File: config.mk
export PLATFORM = sky130hd
export DESIGN_NAME = days_between_dates
export DESIGN_NICKNAME = d
export VERILOG_FILES = /design/src/hdl/dbd_pkg.sv /design/src/hdl/dbd_fields.sv /design/src/hdl/dbd_mac.sv /design/src/hdl/days_between_dates.sv
export SDC_FILE = /design/constraint.sdc
export NUM_CORES = 1
export LEC_CHECK = 0
export BUFFER_PORTS_ARGS = -buffer_cell sky130_fd_sc_hd__buf_4
export CORE_ASPECT_RATIO = 0.75
export CORE_MARGIN = 8
export CORE_UTILIZATION = 35
export CTS_CLUSTER_DIAMETER = 60
export DETAILED_ROUTE_END_ITERATION = 8
export GPL_ROUTABILITY_DRIVEN = 0
export PLACE_DENSITY = 0.53
export SYNTH_ARGS = -nofsm -noshare
export SYNTH_HDL_FRONTEND = slang
export SYNTH_HIERARCHICAL = 1
export SYNTH_SLANG_ARGS = --single-unit
File: constraint.sdc
create_clock -name clock -period 29.6 [get_ports clock]
set_input_delay 4.44 -clock clock [delete_from_list [all_inputs] [get_ports clock]]
set_output_delay 4.44 -clock clock [all_outputs]
set_load 0.1 [all_outputs]
File: src/hdl/dbd_pkg.sv
package dbd_pkg;

   localparam int DateW = 32;
   localparam int DayW  = 22;
   localparam int AccW  = DayW + 1;
   localparam int MulAW = 16;
   localparam int MulBW = 9;
   localparam int StepW = 3;

   localparam logic [StepW-1:0] STEP_CENT  = 3'd0;
   localparam logic [StepW-1:0] STEP_YEAR  = 3'd1;
   localparam logic [StepW-1:0] STEP_CQUAD = 3'd2;
   localparam logic [StepW-1:0] STEP_YQUAD = 3'd3;
   localparam logic [StepW-1:0] STEP_ADJ   = 3'd4;
   localparam logic [StepW-1:0] STEP_MONTH = 3'd5;
   localparam logic [StepW-1:0] STEP_DAY   = 3'd6;

   localparam logic [MulAW-1:0] DaysPerCent = 16'd36524;
   localparam logic [MulAW-1:0] DaysPerYear = 16'd365;
   localparam logic [MulAW-1:0] UnitFactor  = 16'd1;

   typedef struct packed {
      logic             ok;
      logic             leap;
      logic [6:0]       cent;
      logic [6:0]       yy;
      logic [8:0]       days_before;
      logic [7:0]       day_term;
   } fields_type;

   typedef struct packed {
      logic en;
      logic clear;
      logic sub_wide;
   } mac_op_type;

   typedef enum logic [3:0] {
      ST_IDLE = 4'b0001,
      ST_CALC = 4'b0010,
      ST_SUB  = 4'b0100,
      ST_OUT  = 4'b1000
   } state_type;

   function automatic logic [4:0] month_len(input logic [3:0] m, input logic leap);
      logic [4:0] len;
      case (m) inside
         4'd4, 4'd6, 4'd9, 4'd11: len = 5'd30;
         4'd2:                    len = leap ? 5'd29 : 5'd28;
         default:                 len = 5'd31;
      endcase
      return len;
   endfunction

   function automatic logic [8:0] days_before_month(input logic [3:0] m);
      logic [8:0] d;
      case (m)
         4'd2:    d = 9'd31;
         4'd3:    d = 9'd59;
         4'd4:    d = 9'd90;
         4'd5:    d = 9'd120;
         4'd6:    d = 9'd151;
         4'd7:    d = 9'd181;
         4'd8:    d = 9'd212;
         4'd9:    d = 9'd243;
         4'd10:   d = 9'd273;
         4'd11:   d = 9'd304;
         4'd12:   d = 9'd334;
         default: d = 9'd0;
      endcase
      return d;
   endfunction

endpackage

File: src/hdl/dbd_fields.sv
module dbd_fields (
   input  logic [dbd_pkg::DateW-1:0] date_bcd,
   output dbd_pkg::fields_type       fld
);
   import dbd_pkg::*;

   logic       digits_ok;
   logic [7:0] day_bin;
   logic [7:0] mon_bin;
   logic [7:0] cent_bin;
   logic [7:0] yy_bin;
   logic       leap;
   logic       mon_ok;
   logic       day_ok;
   logic [4:0] mlen;
   logic       extra;

   always_comb begin
      digits_ok = 1'b1;
      for (int k = 0; k < 8; k++) begin
         if (date_bcd[4*k +: 4] > 4'd9) begin
            digits_ok = 1'b0;
         end
      end
   end

   assign day_bin  = 8'(date_bcd[31:28]) * 8'd10 + 8'(date_bcd[27:24]);
   assign mon_bin  = 8'(date_bcd[23:20]) * 8'd10 + 8'(date_bcd[19:16]);
   assign cent_bin = 8'(date_bcd[15:12]) * 8'd10 + 8'(date_bcd[11:8]);
   assign yy_bin   = 8'(date_bcd[7:4]) * 8'd10 + 8'(date_bcd[3:0]);

   // divisible by 4; a century year only when the century count is divisible by 4 too
   assign leap = (yy_bin[1:0] == 2'd0) && ((yy_bin != 8'd0) || (cent_bin[1:0] == 2'd0));

   assign mon_ok = (mon_bin >= 8'd1) && (mon_bin <= 8'd12);
   assign mlen   = month_len(mon_bin[3:0], leap);
   assign day_ok = (day_bin >= 8'd1) && (day_bin <= 8'(mlen));
   assign extra  = leap && (mon_bin[3:0] > 4'd2);

   assign fld.ok          = digits_ok && mon_ok && day_ok;
   assign fld.leap        = leap;
   assign fld.cent        = cent_bin[6:0];
   assign fld.yy          = yy_bin[6:0];
   assign fld.days_before = days_before_month(mon_bin[3:0]);
   assign fld.day_term    = day_bin - 8'd1 + 8'(extra);

endmodule

File: src/hdl/dbd_mac.sv
module dbd_mac (
   input  logic                      clock,
   input  dbd_pkg::mac_op_type       op,
   input  logic [dbd_pkg::MulAW-1:0] mul_a,
   input  logic [dbd_pkg::MulBW-1:0] mul_b,
   input  logic [dbd_pkg::DayW-1:0]  wide,
   output logic [dbd_pkg::AccW-1:0]  acc
);
   import dbd_pkg::*;

   logic [MulAW+MulBW-1:0] prod;
   logic [AccW-1:0]        addend;
   logic [AccW-1:0]        base;
   logic [AccW-1:0]        acc_ff;
   logic [AccW-1:0]        acc_in;

   assign prod   = (MulAW+MulBW)'(mul_a) * (MulAW+MulBW)'(mul_b);
   assign addend = op.sub_wide ? (~AccW'(wide) + AccW'(1)) : prod[AccW-1:0];
   assign base   = op.clear ? '0 : acc_ff;
   assign acc_in = base + addend;

   always_ff @(posedge clock) begin
      if (op.en) begin
         acc_ff <= acc_in;
      end
   end

   assign acc = acc_ff;

endmodule

File: src/hdl/days_between_dates.sv
// Day count between two BCD dates (DD MM YYYY, day tens in the top nibble), Gregorian
// calendar. Each date is turned into a day number since 01/01/0000 by one shared
// multiply-add unit that adds seven terms, one per cycle, then the same unit subtracts
// the start from the end. From acceptance to the result showing on rsp_tvalid, the unit
// runs the terms of both dates, the subtract and the output register load, with
// req_tready low throughout, so a new request is taken only after the last result is
// loaded. A bad digit, month or day, or an end date before the start date, gives
// rsp_tuser high and a count of zero. The result sits in an output register; the next
// request is taken while it waits, and if that register is still full when the next
// result is ready, the unit holds it and keeps req_tready low until rsp_tready frees it.
module days_between_dates (
   input  logic        clock,
   input  logic        reset,
   input  logic        req_tvalid,
   output logic        req_tready,
   input  logic [63:0] req_tdata,   // start_date_bcd[31:0], end_date_bcd[63:32]
   output logic        rsp_tvalid,
   input  logic        rsp_tready,
   output logic [23:0] rsp_tdata,   // day_count[21:0], zero pad[23:22]
   output logic        rsp_tuser    // date_error[0]
);
   import dbd_pkg::*;

   state_type         state_ff, state_in;
   logic [StepW-1:0]  step_ff, step_in;
   logic              sel_ff, sel_in;
   logic              err_ff, err_in;
   logic [DateW-1:0]  start_bcd_ff, start_bcd_in;
   logic [DateW-1:0]  end_bcd_ff, end_bcd_in;
   logic [DayW-1:0]   start_dn_ff, start_dn_in;
   logic              rsp_valid_ff, rsp_valid_in;
   logic [DayW-1:0]   rsp_count_ff, rsp_count_in;
   logic              rsp_err_ff, rsp_err_in;

   logic [DateW-1:0]  cur_bcd;
   fields_type        fld;
   mac_op_type        op;
   logic [MulAW-1:0]  mul_a;
   logic [MulBW-1:0]  mul_b;
   logic [AccW-1:0]   acc;
   logic [7:0]        yy_quad;
   logic              out_free;
   logic              bad;

   assign cur_bcd = sel_ff ? end_bcd_ff : start_bcd_ff;

   dbd_fields u_fields (
      .date_bcd (cur_bcd),
      .fld      (fld)
   );

   dbd_mac u_mac (
      .clock (clock),
      .op    (op),
      .mul_a (mul_a),
      .mul_b (mul_b),
      .wide  (start_dn_ff),
      .acc   (acc)
   );

   assign yy_quad = (8'(fld.yy) + 8'd3) >> 2;

   always_comb begin
      mul_a = UnitFactor;
      mul_b = '0;
      case (step_ff)
         STEP_CENT: begin
            mul_a = DaysPerCent;
            mul_b = MulBW'(fld.cent);
         end
         STEP_YEAR: begin
            mul_a = DaysPerYear;
            mul_b = MulBW'(fld.yy);
         end
         STEP_CQUAD: mul_b = MulBW'(fld.cent[6:2]);
         STEP_YQUAD: mul_b = MulBW'(yy_quad);
         STEP_ADJ:   mul_b = MulBW'((fld.yy == 7'd0) && (fld.cent[1:0] != 2'd0));
         STEP_MONTH: mul_b = fld.days_before;
         STEP_DAY:   mul_b = MulBW'(fld.day_term);
         default:    mul_b = '0;
      endcase
   end

   always_comb begin
      op.en       = (state_ff == ST_CALC) || (state_ff == ST_SUB);
      op.clear    = (state_ff == ST_CALC) && (step_ff == STEP_CENT);
      op.sub_wide = (state_ff == ST_SUB);
   end

   assign out_free = !rsp_valid_ff || rsp_tready;
   assign bad      = err_ff || acc[AccW-1];

   always_comb begin
      state_in     = state_ff;
      step_in      = step_ff;
      sel_in       = sel_ff;
      err_in       = err_ff;
      start_bcd_in = start_bcd_ff;
      end_bcd_in   = end_bcd_ff;
      start_dn_in  = start_dn_ff;
      rsp_valid_in = rsp_valid_ff && !rsp_tready;
      rsp_count_in = rsp_count_ff;
      rsp_err_in   = rsp_err_ff;
      case (state_ff)
         ST_IDLE: begin
            if (req_tvalid) begin
               start_bcd_in = req_tdata[31:0];
               end_bcd_in   = req_tdata[63:32];
               step_in      = STEP_CENT;
               sel_in       = 1'b0;
               err_in       = 1'b0;
               state_in     = ST_CALC;
            end
         end
         ST_CALC: begin
            err_in = err_ff || !fld.ok;
            // hold the start day number before the end date overwrites the unit
            if (sel_ff && (step_ff == STEP_CENT)) begin
               start_dn_in = acc[DayW-1:0];
            end
            if (step_ff == STEP_DAY) begin
               step_in = STEP_CENT;
               sel_in  = 1'b1;
               if (sel_ff) begin
                  state_in = ST_SUB;
               end
            end else begin
               step_in = step_ff + StepW'(1);
            end
         end
         ST_SUB: state_in = ST_OUT;
         ST_OUT: begin
            if (out_free) begin
               rsp_valid_in = 1'b1;
               rsp_err_in   = bad;
               rsp_count_in = bad ? '0 : acc[DayW-1:0];
               state_in     = ST_IDLE;
            end
         end
         default: state_in = ST_IDLE;
      endcase
   end

   always_ff @(posedge clock) begin
      if (reset) begin
         state_ff     <= ST_IDLE;
         rsp_valid_ff <= 1'b0;
      end else begin
         state_ff     <= state_in;
         rsp_valid_ff <= rsp_valid_in;
      end
   end

   always_ff @(posedge clock) begin
      step_ff      <= step_in;
      sel_ff       <= sel_in;
      err_ff       <= err_in;
      start_bcd_ff <= start_bcd_in;
      end_bcd_ff   <= end_bcd_in;
      start_dn_ff  <= start_dn_in;
      rsp_count_ff <= rsp_count_in;
      rsp_err_ff   <= rsp_err_in;
   end

   assign req_tready = (state_ff == ST_IDLE);
   assign rsp_tvalid = rsp_valid_ff;
   assign rsp_tdata  = {2'b00, rsp_count_ff};
   assign rsp_tuser  = rsp_err_ff;

endmodule

* Yosys cells after proc, flatten, opt, wreduce, memory -nomap -nowiden *
Memories as Yosys holds them, arrays and structs flattened.
Index checks and enable logic that the tools add are counted.

cells by class
  multiplexer cells = 30
  bitwise operators = 1
  reductions and logical operators = 32
  $mul = 5
  eq/ne operators = 19
  $add $sub $neg = 10
  $lt $le $gt $ge = 13

operators by type and width
  operator               count
  $pmux 9 s7             1
  $mux 23                2
  $gt 4x4->1 const B     8
  $mux 32                1
  $pmux 16 s2            1
  $add 8x4->8            3
  $add 23x1->23 const B  1
  $add 23x23->23         1
  $mul 16x9->23          1
  $not 22->23            1
  $mul 4x3->7 const B    3
  $ge 8x1->1 const B     2
  $mux 4                 4
  $pmux 4 s4             1
  $mux 1                 13
  $eq 4x3->1 const B     3
  $eq 4x4->1 const B     3
  $logic_and 1x1->1      10
  $mux 5                 2
  $eq 3x3->1 const B     3
  $add 7x2->8 const B    1
  $add 8x1->8            1
  $eq 4x2->1 const B     2
  $le 8x4->1 const B     1
  other kinds (25)       41

word-level totals
  output and inout port bits = 27
  memories kept = 1
  word-level logic and storage cells = 122
  input bits = 68
  register bits = 142
  bits in read-only memories = 144

memory list
  memory            words  width  rd ports  clocked after Yosys merged registers in  write ports  RTL line       text
  (name not given)  16     9      1         0                                        0            dbd_pkg.sv:56  case (m)

* Depth between registers and ports, before layout *
Gate-level depths: netlist of run 1.

  depth in word-level cells = 15
  gate-level depth with buffers = 46
  depth with buffers taken out = 43

* Hierarchy *
Netlist of run 1, hierarchy kept.

modules (own cells, without submodules)
  module              cells an instance  seq. area each (um^2)  instances  area each (um^2)
  dbd_mac             794                690.7                  1          6741.5
  days_between_dates  286                3523.4                 1          4828.4
  dbd_fields          216                0.0                    1          1709.1

* Worst setup path after synthesis of run 1 *
OpenSTA, ideal clock, no wires.

  path kind = reg2reg
  start = register sel_ff
  end = register u_mac.acc_ff[22], in the netlist u_mac/acc[22] (data pin)
  slack = 19522 ps
  setup time = 259 ps
  required time = 29341 ps
  path buffers = 3
  cell stages (with the launch flop) = 46
  data arrival time = 9819 ps
  period minus slack after synthesis = 10078 ps
  path through = edfxtp_1 > buf_2 > buf_2 > mux2_2 > ha_1 > ha_1 > fa_1 > nand2_1 > o21bai_1 > o211ai_1 > or2_2 > o311ai_1 > ha_1 > ha_1 > nand3b_2 > or4_1 > o21ai_1 > xor2_1 > [... 10 more ...] > inv_1 > ha_1 > a21oi_1 > o22ai_1 > o21ai_0 > nand2b_1 > a21oi_1 > xor2_1 > o21ai_0 > ha_1 > nand2_1 > o21ai_0 > a21oi_1 > o41ai_1 > o311ai_1 > a21oi_1 > xnor2_1 > xnor2_1

RTL lines
  what                    RTL line                   text
  from (decl)             days_between_dates.sv:26   logic sel_ff, sel_in;
  from (signal assigned)  days_between_dates.sv:156  sel_ff <= sel_in;
  to (signal assigned)    dbd_mac.sv:24              acc_ff <= acc_in;
  to (decl)               dbd_mac.sv:14              logic [AccW-1:0] acc_ff;

==> impl_metrics.json, run 1 <==
{
  "status": "complete, no violations",
  "final.setup.tns_ns": 0,
  "vias_per_cell": 4.882,
  "drt_pre_antenna_iters": 5,
  "crit-reg2reg-launch": "sel_ff$_DFFE_PP_",
  "root_buffer": "sky130_fd_sc_hd__clkbuf_16",
  "num_rows": 61,
  "ys.warnings.count": 6,
  "timing.final.max_slew_violations": 0,
  "max_clock_freq_mhz": 89.31,
  "num-fill-cells": 3698,
  "clock_path_buffers": 2,
  "grt_antenna_before_repair": 0,
  "drt_iter0_drc": 584,
  "crit_fanout": 33,
  "final.period_utilization_pct": 37.83,
  "initial_core_util_pct": 35.61,
  "via_count_of_the_first_global_routing_pass": 9536,
  "grt_total_ovfl": 0,
  "num-nets-final": 1684,
  "via_count": 9374,
  "fin_crit_ns": 11.20,
  "top_layer_used": "met4",
  "grt_first_pass_wirelength_um": 52110,
  "final_hold_viol_count": 0,
  "cpMostUsedCell": "sky130_fd_sc_hd__ha_1",
  "detail-route-antenna-nets": 0,
  "die_area_um2": 44440,
  "port_buffers": 92,
  "io_pins": 95,
  "timing.setup.critical_path_class": "reg2reg",
  "cts_num_sinks": 142,
  "worstSetupStartpoint": "sel_ff$_DFFE_PP_",
  "worstPathRequired_ns": 29.80,
  "diodes": 0,
  "post-route-util_pct": 40.72,
  "timing.critical_path.arrival_ns": 11.40,
  "ctsResizeCount": 0,
  "cp-start-kind": "flip-flop",
  "crit_path_max_incr_delay_ns": 0.78,
  "critPathSlowestCell": "sky130_fd_sc_hd__fa_1",
  "insertion_delay_ns": 0.46,
  "die_x_um": 240.8,
  "final_layout_size_suffix_gt1_share_pct": 15.47,
  "htreeDepth": 4,
  "synthesis.instances": 1294,
  "groute.usage.overall_pct": 14.78,
  "detailroute.wirelength.met2_um": 12250,
  "die_height_um": 184.6,
  "layout-area-overhead-vs-synth_pct": 14.36,
  "pre_cts_slack_ns": 18.42,
  "worst_hold_path_type": "reg2reg",
  "synth_area_um2": 13260,
  "cts_buffers": 17,
  "drt-total-wl_um": 31440,
  "post-place-cells": 1888,
  "cts_hold_repair.buffers": 0,
  "r2r_end": "u_mac/acc[22]$_DFFE_PP_",
  "dp_hpwl_um": 24350,
  "synth.avg_cell_area_um2": 10.25,
  "post_cts.repair.setup_buffers": 0,
  "clk_pin_slew_worst_paths_ns": 0.07,
  "cp-endpoint": "u_mac/acc[22]$_DFFE_PP_",
  "timing.max_cap.violations": 0,
  "routedLengthMet1_um": 17560,
  "tritoncts_clock_tree": "done",
  "post_layout_nonfiller_instances": 1920,
  "drcViolationCount": 0,
  "core-area_um2": 37250,
  "drt-wirelength-per-cell_um": 16.38,
  "maxSlewHeadroom_pct": 34.72,
  "skew_ns": 0.02395,
  "worst_slack_ns": 18.40,
  "grt_max_degree": 65,
  "worst-slew-pin-transition_ns": 0.9782,
  "timing.final.setup_violations": 0,
  "rrSetupSlack_ns": 18.40,
  "dr_wl_met3_um": 1271,
  "rsz0062_at_grt": "no",
  "r2r_cells": 38,
  "crit_path_end_kind": "flip-flop"
}
==> layout make-up <==
| cell class | instances | area (um^2) | area share [%] |
|---|---|---|---|
| clock buffer | 19 | 432.9 | 2.854 |
| clock inverter | 13 | 131.4 | 0.8662 |
| inverter | 165 | 624.3 | 4.116 |
| multi-input combinational | 971 | 8338 | 54.97 |
| sequential | 142 | 4214 | 27.78 |
| tap | 504 | 630.6 | 4.158 |
| timing repair buffer | 106 | 795.8 | 5.247 |
==> registers in the layout (all words and copies together), names as in the netlist <==
| name | count |
|---|---|
| start_dn_ff | 22 |
| start_bcd_ff | 32 |
| sel_ff | 1 |
| state_ff | 4 |
| rsp_tvalid | 1 |
| rsp_tuser | 1 |
| u_mac/acc | 23 |
| err_ff | 1 |
| step_ff | 3 |
| rsp_count_ff | 22 |
| end_bcd_ff | 32 |
==> layout by cell type, fill, tap and decap left out, types with 10 or more instances in the layout <==
master / instances
sky130_fd_sc_hd__a21o_1: 14
sky130_fd_sc_hd__mux2_2: 47
sky130_fd_sc_hd__xor2_1: 27
sky130_fd_sc_hd__a21oi_1: 60
sky130_fd_sc_hd__inv_1: 162
sky130_fd_sc_hd__nand2b_1: 11
sky130_fd_sc_hd__edfxtp_1: 137
sky130_fd_sc_hd__and2_1: 97
sky130_fd_sc_hd__fa_1: 107
sky130_fd_sc_hd__nand2_1: 115
sky130_fd_sc_hd__nand3_1: 25
sky130_fd_sc_hd__and3_1: 10
sky130_fd_sc_hd__clkbuf_16: 17
sky130_fd_sc_hd__conb_1: 23
sky130_fd_sc_hd__buf_4: 106
sky130_fd_sc_hd__nor2b_1: 33
sky130_fd_sc_hd__o21ai_0: 48
sky130_fd_sc_hd__nor2_1: 50
sky130_fd_sc_hd__xnor2_1: 52
sky130_fd_sc_hd__ha_1: 106
==> metal layers <==
layer,global-route usage (%),vias to the layer above
met5,0,-
met4,3.684,0
met3,2.582,26
met2,19.90,173
met1,23.62,4573
li1,-,4602
==> through the flow <==
stage	hold WS (ns)	area, um^2
3_5_place_dp	0.4504	14600
6_report	0.4638	15170
4_1_cts	0.4677	15170
2_1_floorplan	0.4328	13350
5_1_grt	0.4919	15170
3_3_place_gp	0.4457	14600
==> worst min path at each step <==
stage | end | from | depth (start not counted) | slack (ns)
final | start_dn_ff[6]$_DFFE_PP_ | u_mac/acc[6]$_DFFE_PP_ | 0 | 0.46
after global routing | start_dn_ff[6]$_DFFE_PP_ | u_mac/acc[6]$_DFFE_PP_ | 0 | 0.49
after CTS | start_dn_ff[6]$_DFFE_PP_ | u_mac/acc[6]$_DFFE_PP_ | 0 | 0.47
after detailed placement | start_dn_ff[9]$_DFFE_PP_ | u_mac/acc[9]$_DFFE_PP_ | 0 | 0.45
after global placement | start_dn_ff[6]$_DFFE_PP_ | u_mac/acc[6]$_DFFE_PP_ | 0 | 0.45
after floorplan | start_dn_ff[0]$_DFFE_PP_ | u_mac/acc[0]$_DFFE_PP_ | 0 | 0.43
==> critical path: cells and delay by family, from the launching register on <==
kind | cells | cell delay, ns
adders and majority gates | 11 | 4.55
AOI/OAI and AO/OA | 10 | 2.56
and+or+nand+nor | 7 | 1.50
buffers and inverters | 4 | 0.75
muxes | 2 | 0.68
xor gates and xnor gates | 4 | 0.50
DFF | 1 | 0.37
Power of run 1 is not shown: default switching activity piles up to over one toggle a cycle in this logic, so the estimate is an artifact.
==> run 2, diff against run 1 <==
--- a/config.mk
+++ b/config.mk
@@ -5,6 +5,7 @@
 export SDC_FILE = /design/constraint.sdc
 export NUM_CORES = 1
 export LEC_CHECK = 0
+export ABC_AREA = 1
 export BUFFER_PORTS_ARGS = -buffer_cell sky130_fd_sc_hd__buf_4
 export CORE_ASPECT_RATIO = 0.75
 export CORE_MARGIN = 8
==> constraint.sdc (replaced) <==
create_clock -name clock -period 10.67 [get_ports clock]
set_input_delay 1.6005 -clock clock [delete_from_list [all_inputs] [get_ports clock]]
set_output_delay 1.6005 -clock clock [all_outputs]
set_load 0.1 [all_outputs]
==> run 2 against run 1 <==
Non-clock buffer count increased by 6. First-iteration DRC count increased by 49%. Synthesized area increased by 6.6%. Fmax increased by 11%. Core utilization decreased by 0.19 points. Cell count increased by 26%. Flip-flop and latch count unchanged. Synthesized cell count increased by 39%. Register-to-register slack got worse by 18 ns. Critical path depth increased by 15.
==> impl_metrics.json, run 2 <==
{
  "synth_area_um2": 14140,
  "port_buffers": 92,
  "post-route-util_pct": 40.53,
  "die_x_um": 248.1,
  "layout.cells.most_common": "sky130_fd_sc_hd__nand2_1",
  "worstPathRequired_ns": 10.87,
  "skew_ns": 0.01277,
  "timing.max_cap.violations": 0,
  "worst-slew-pin-transition_ns": 0.9035,
  "timing.setup.critical_path_class": "reg2reg",
  "diodes": 0,
  "cts_num_sinks": 142,
  "die_area_um2": 47140,
  "via_count": 11429,
  "cpMostUsedCell": "sky130_fd_sc_hd__nand2_1",
  "max_clock_freq_mhz": 99.46,
  "drt_pre_antenna_iters": 5,
  "via_count_of_the_first_global_routing_pass": 11244,
  "commonest_non_fill_non_tap_cells_in_the_layout": "sky130_fd_sc_hd__nand2_1, sky130_fd_sc_hd__inv_1, sky130_fd_sc_hd__nor2_1",
  "root_buffer": "sky130_fd_sc_hd__clkbuf_16",
  "timing.final.max_slew_violations": 0,
  "crit_path_max_incr_delay_ns": 0.54,
  "crit_fanout": 32,
  "detail-route-antenna-nets": 0,
  "r2r_cells": 53,
  "ys.warnings.count": 6,
  "clk_pin_slew_worst_paths_ns": 0.07,
  "final_layout_size_suffix_gt1_share_pct": 11.15,
  "timing.final.setup_violations": 0,
  "clock_path_buffers": 2,
  "final_hold_viol_count": 0,
  "maxSlewHeadroom_pct": 39.77,
  "synthesis.instances": 1799,
  "worstHoldPathCells": 0,
  "worst_hold_path_type": "reg2reg",
  "crit_path_end_kind": "flip-flop",
  "vias_per_cell": 4.736,
  "tritoncts_clock_tree": "done",
  "final.setup.tns_ns": 0,
  "post_layout_nonfiller_instances": 2413,
  "drt_iter0_drc": 873,
  "fin_crit_ns": 10.05,
  "critPathSlowestCell": "sky130_fd_sc_hd__fa_1",
  "grt_antenna_before_repair": 0,
  "core-area_um2": 39650,
  "worst_slack_ns": 0.6152,
  "initial_core_util_pct": 35.65,
  "num_rows": 63,
  "io_pins": 95,
  "drt-total-wl_um": 36470,
  "final.period_utilization_pct": 94.23,
  "dp_hpwl_um": 29330,
  "post_cts.repair.setup_buffers": 0,
  "htreeDepth": 4,
  "synth.avg_cell_area_um2": 7.858,
  "grt_total_ovfl": 0,
  "grt_first_pass_wirelength_um": 59540,
  "drcViolationCount": 0,
  "timing.critical_path.arrival_ns": 10.25,
  "grt_max_degree": 66,
  "layout-area-overhead-vs-synth_pct": 13.68,
  "drt-wirelength-per-cell_um": 15.11,
  "post-place-cells": 2381,
  "status": "complete, no violations",
  "insertion_delay_ns": 0.45,
  "cts_buffers": 17,
  "cp-start-kind": "flip-flop",
  "groute.usage.overall_pct": 15.86,
  "die_height_um": 190.0,
  "num-nets-final": 2161,
  "pre_cts_slack_ns": 0.5393
}
run 2: cell types whose count changed in the layout (fill, tap and decap cells not counted), moves of 9 or more:
cell,before,now
sky130_fd_sc_hd__a21oi_1,60,51
sky130_fd_sc_hd__and2_1,97,1
sky130_fd_sc_hd__and3_1,10,0
sky130_fd_sc_hd__conb_1,23,7
sky130_fd_sc_hd__inv_1,162,378
sky130_fd_sc_hd__inv_2,2,14
sky130_fd_sc_hd__mux2_2,47,0
sky130_fd_sc_hd__nand2_1,115,496
sky130_fd_sc_hd__nand2b_1,11,0
sky130_fd_sc_hd__nand3_1,25,76
sky130_fd_sc_hd__nand4_1,4,19
sky130_fd_sc_hd__nor2_1,50,141
sky130_fd_sc_hd__nor2b_1,33,0
sky130_fd_sc_hd__xnor2_1,52,16
run 2: worst max-delay path, delay by kind of cell (launching register included):
kind	cells	cell delay, ns
compound gates	6	0.93
xor+xnor	2	0.30
fa+ha+maj	11	4.23
buf+inv	9	0.85
flops	1	0.45
simple gates	25	3.04
run 2: layout make-up:
class,count,area (um^2)
fillers,4033,23580
repair buffers,112,848.3
multi-input cells,1212,8234
flip-flops and latches,142,4214
well taps,520,650.6
clock buffers,19,432.9
inverters,395,1489
clock inverters,13,200.2
run 2: worst paths after layout:
kind                                              start                         to  slack [ns]
worst min-delay path            u_mac/acc[11]$_DFFE_PP_  start_dn_ff[11]$_DFFE_PP_        0.48
worst min register to register  u_mac/acc[11]$_DFFE_PP_  start_dn_ff[11]$_DFFE_PP_        0.48
worst max-delay path                   sel_ff$_DFFE_PP_    u_mac/acc[19]$_DFFE_PP_        0.62
worst max register to register         sel_ff$_DFFE_PP_    u_mac/acc[19]$_DFFE_PP_        0.62
run 2: through the flow:
| stage | hold WS [ns] | instance area, um^2 |
|---|---|---|
| 6_report | 0.4814 | 16070 |
| 3_3_place_gp | 0.4695 | 15400 |
| 2_1_floorplan | 0.4499 | 14160 |
| 5_1_grt | 0.5038 | 16070 |
| 4_1_cts | 0.4873 | 16030 |
| 3_5_place_dp | 0.4676 | 15400 |
run 2: routing by layer:
layer | wire, um | vias to the layer above | track usage [%]
met5 | 0 | - | 0
met1 | 19550 | 5425 | 24.80
li1 | - | 5713 | -
met4 | 428 | 0 | 3.774
met3 | 2169 | 25 | 3.517
met2 | 14320 | 266 | 21.49
run 2: repair_timing:
action                     CTS  global route
resized for setup            0             8
hold buffers                 0             0
setup endpoints to repair    0            10
Power of run 2 is left out for the same reason.
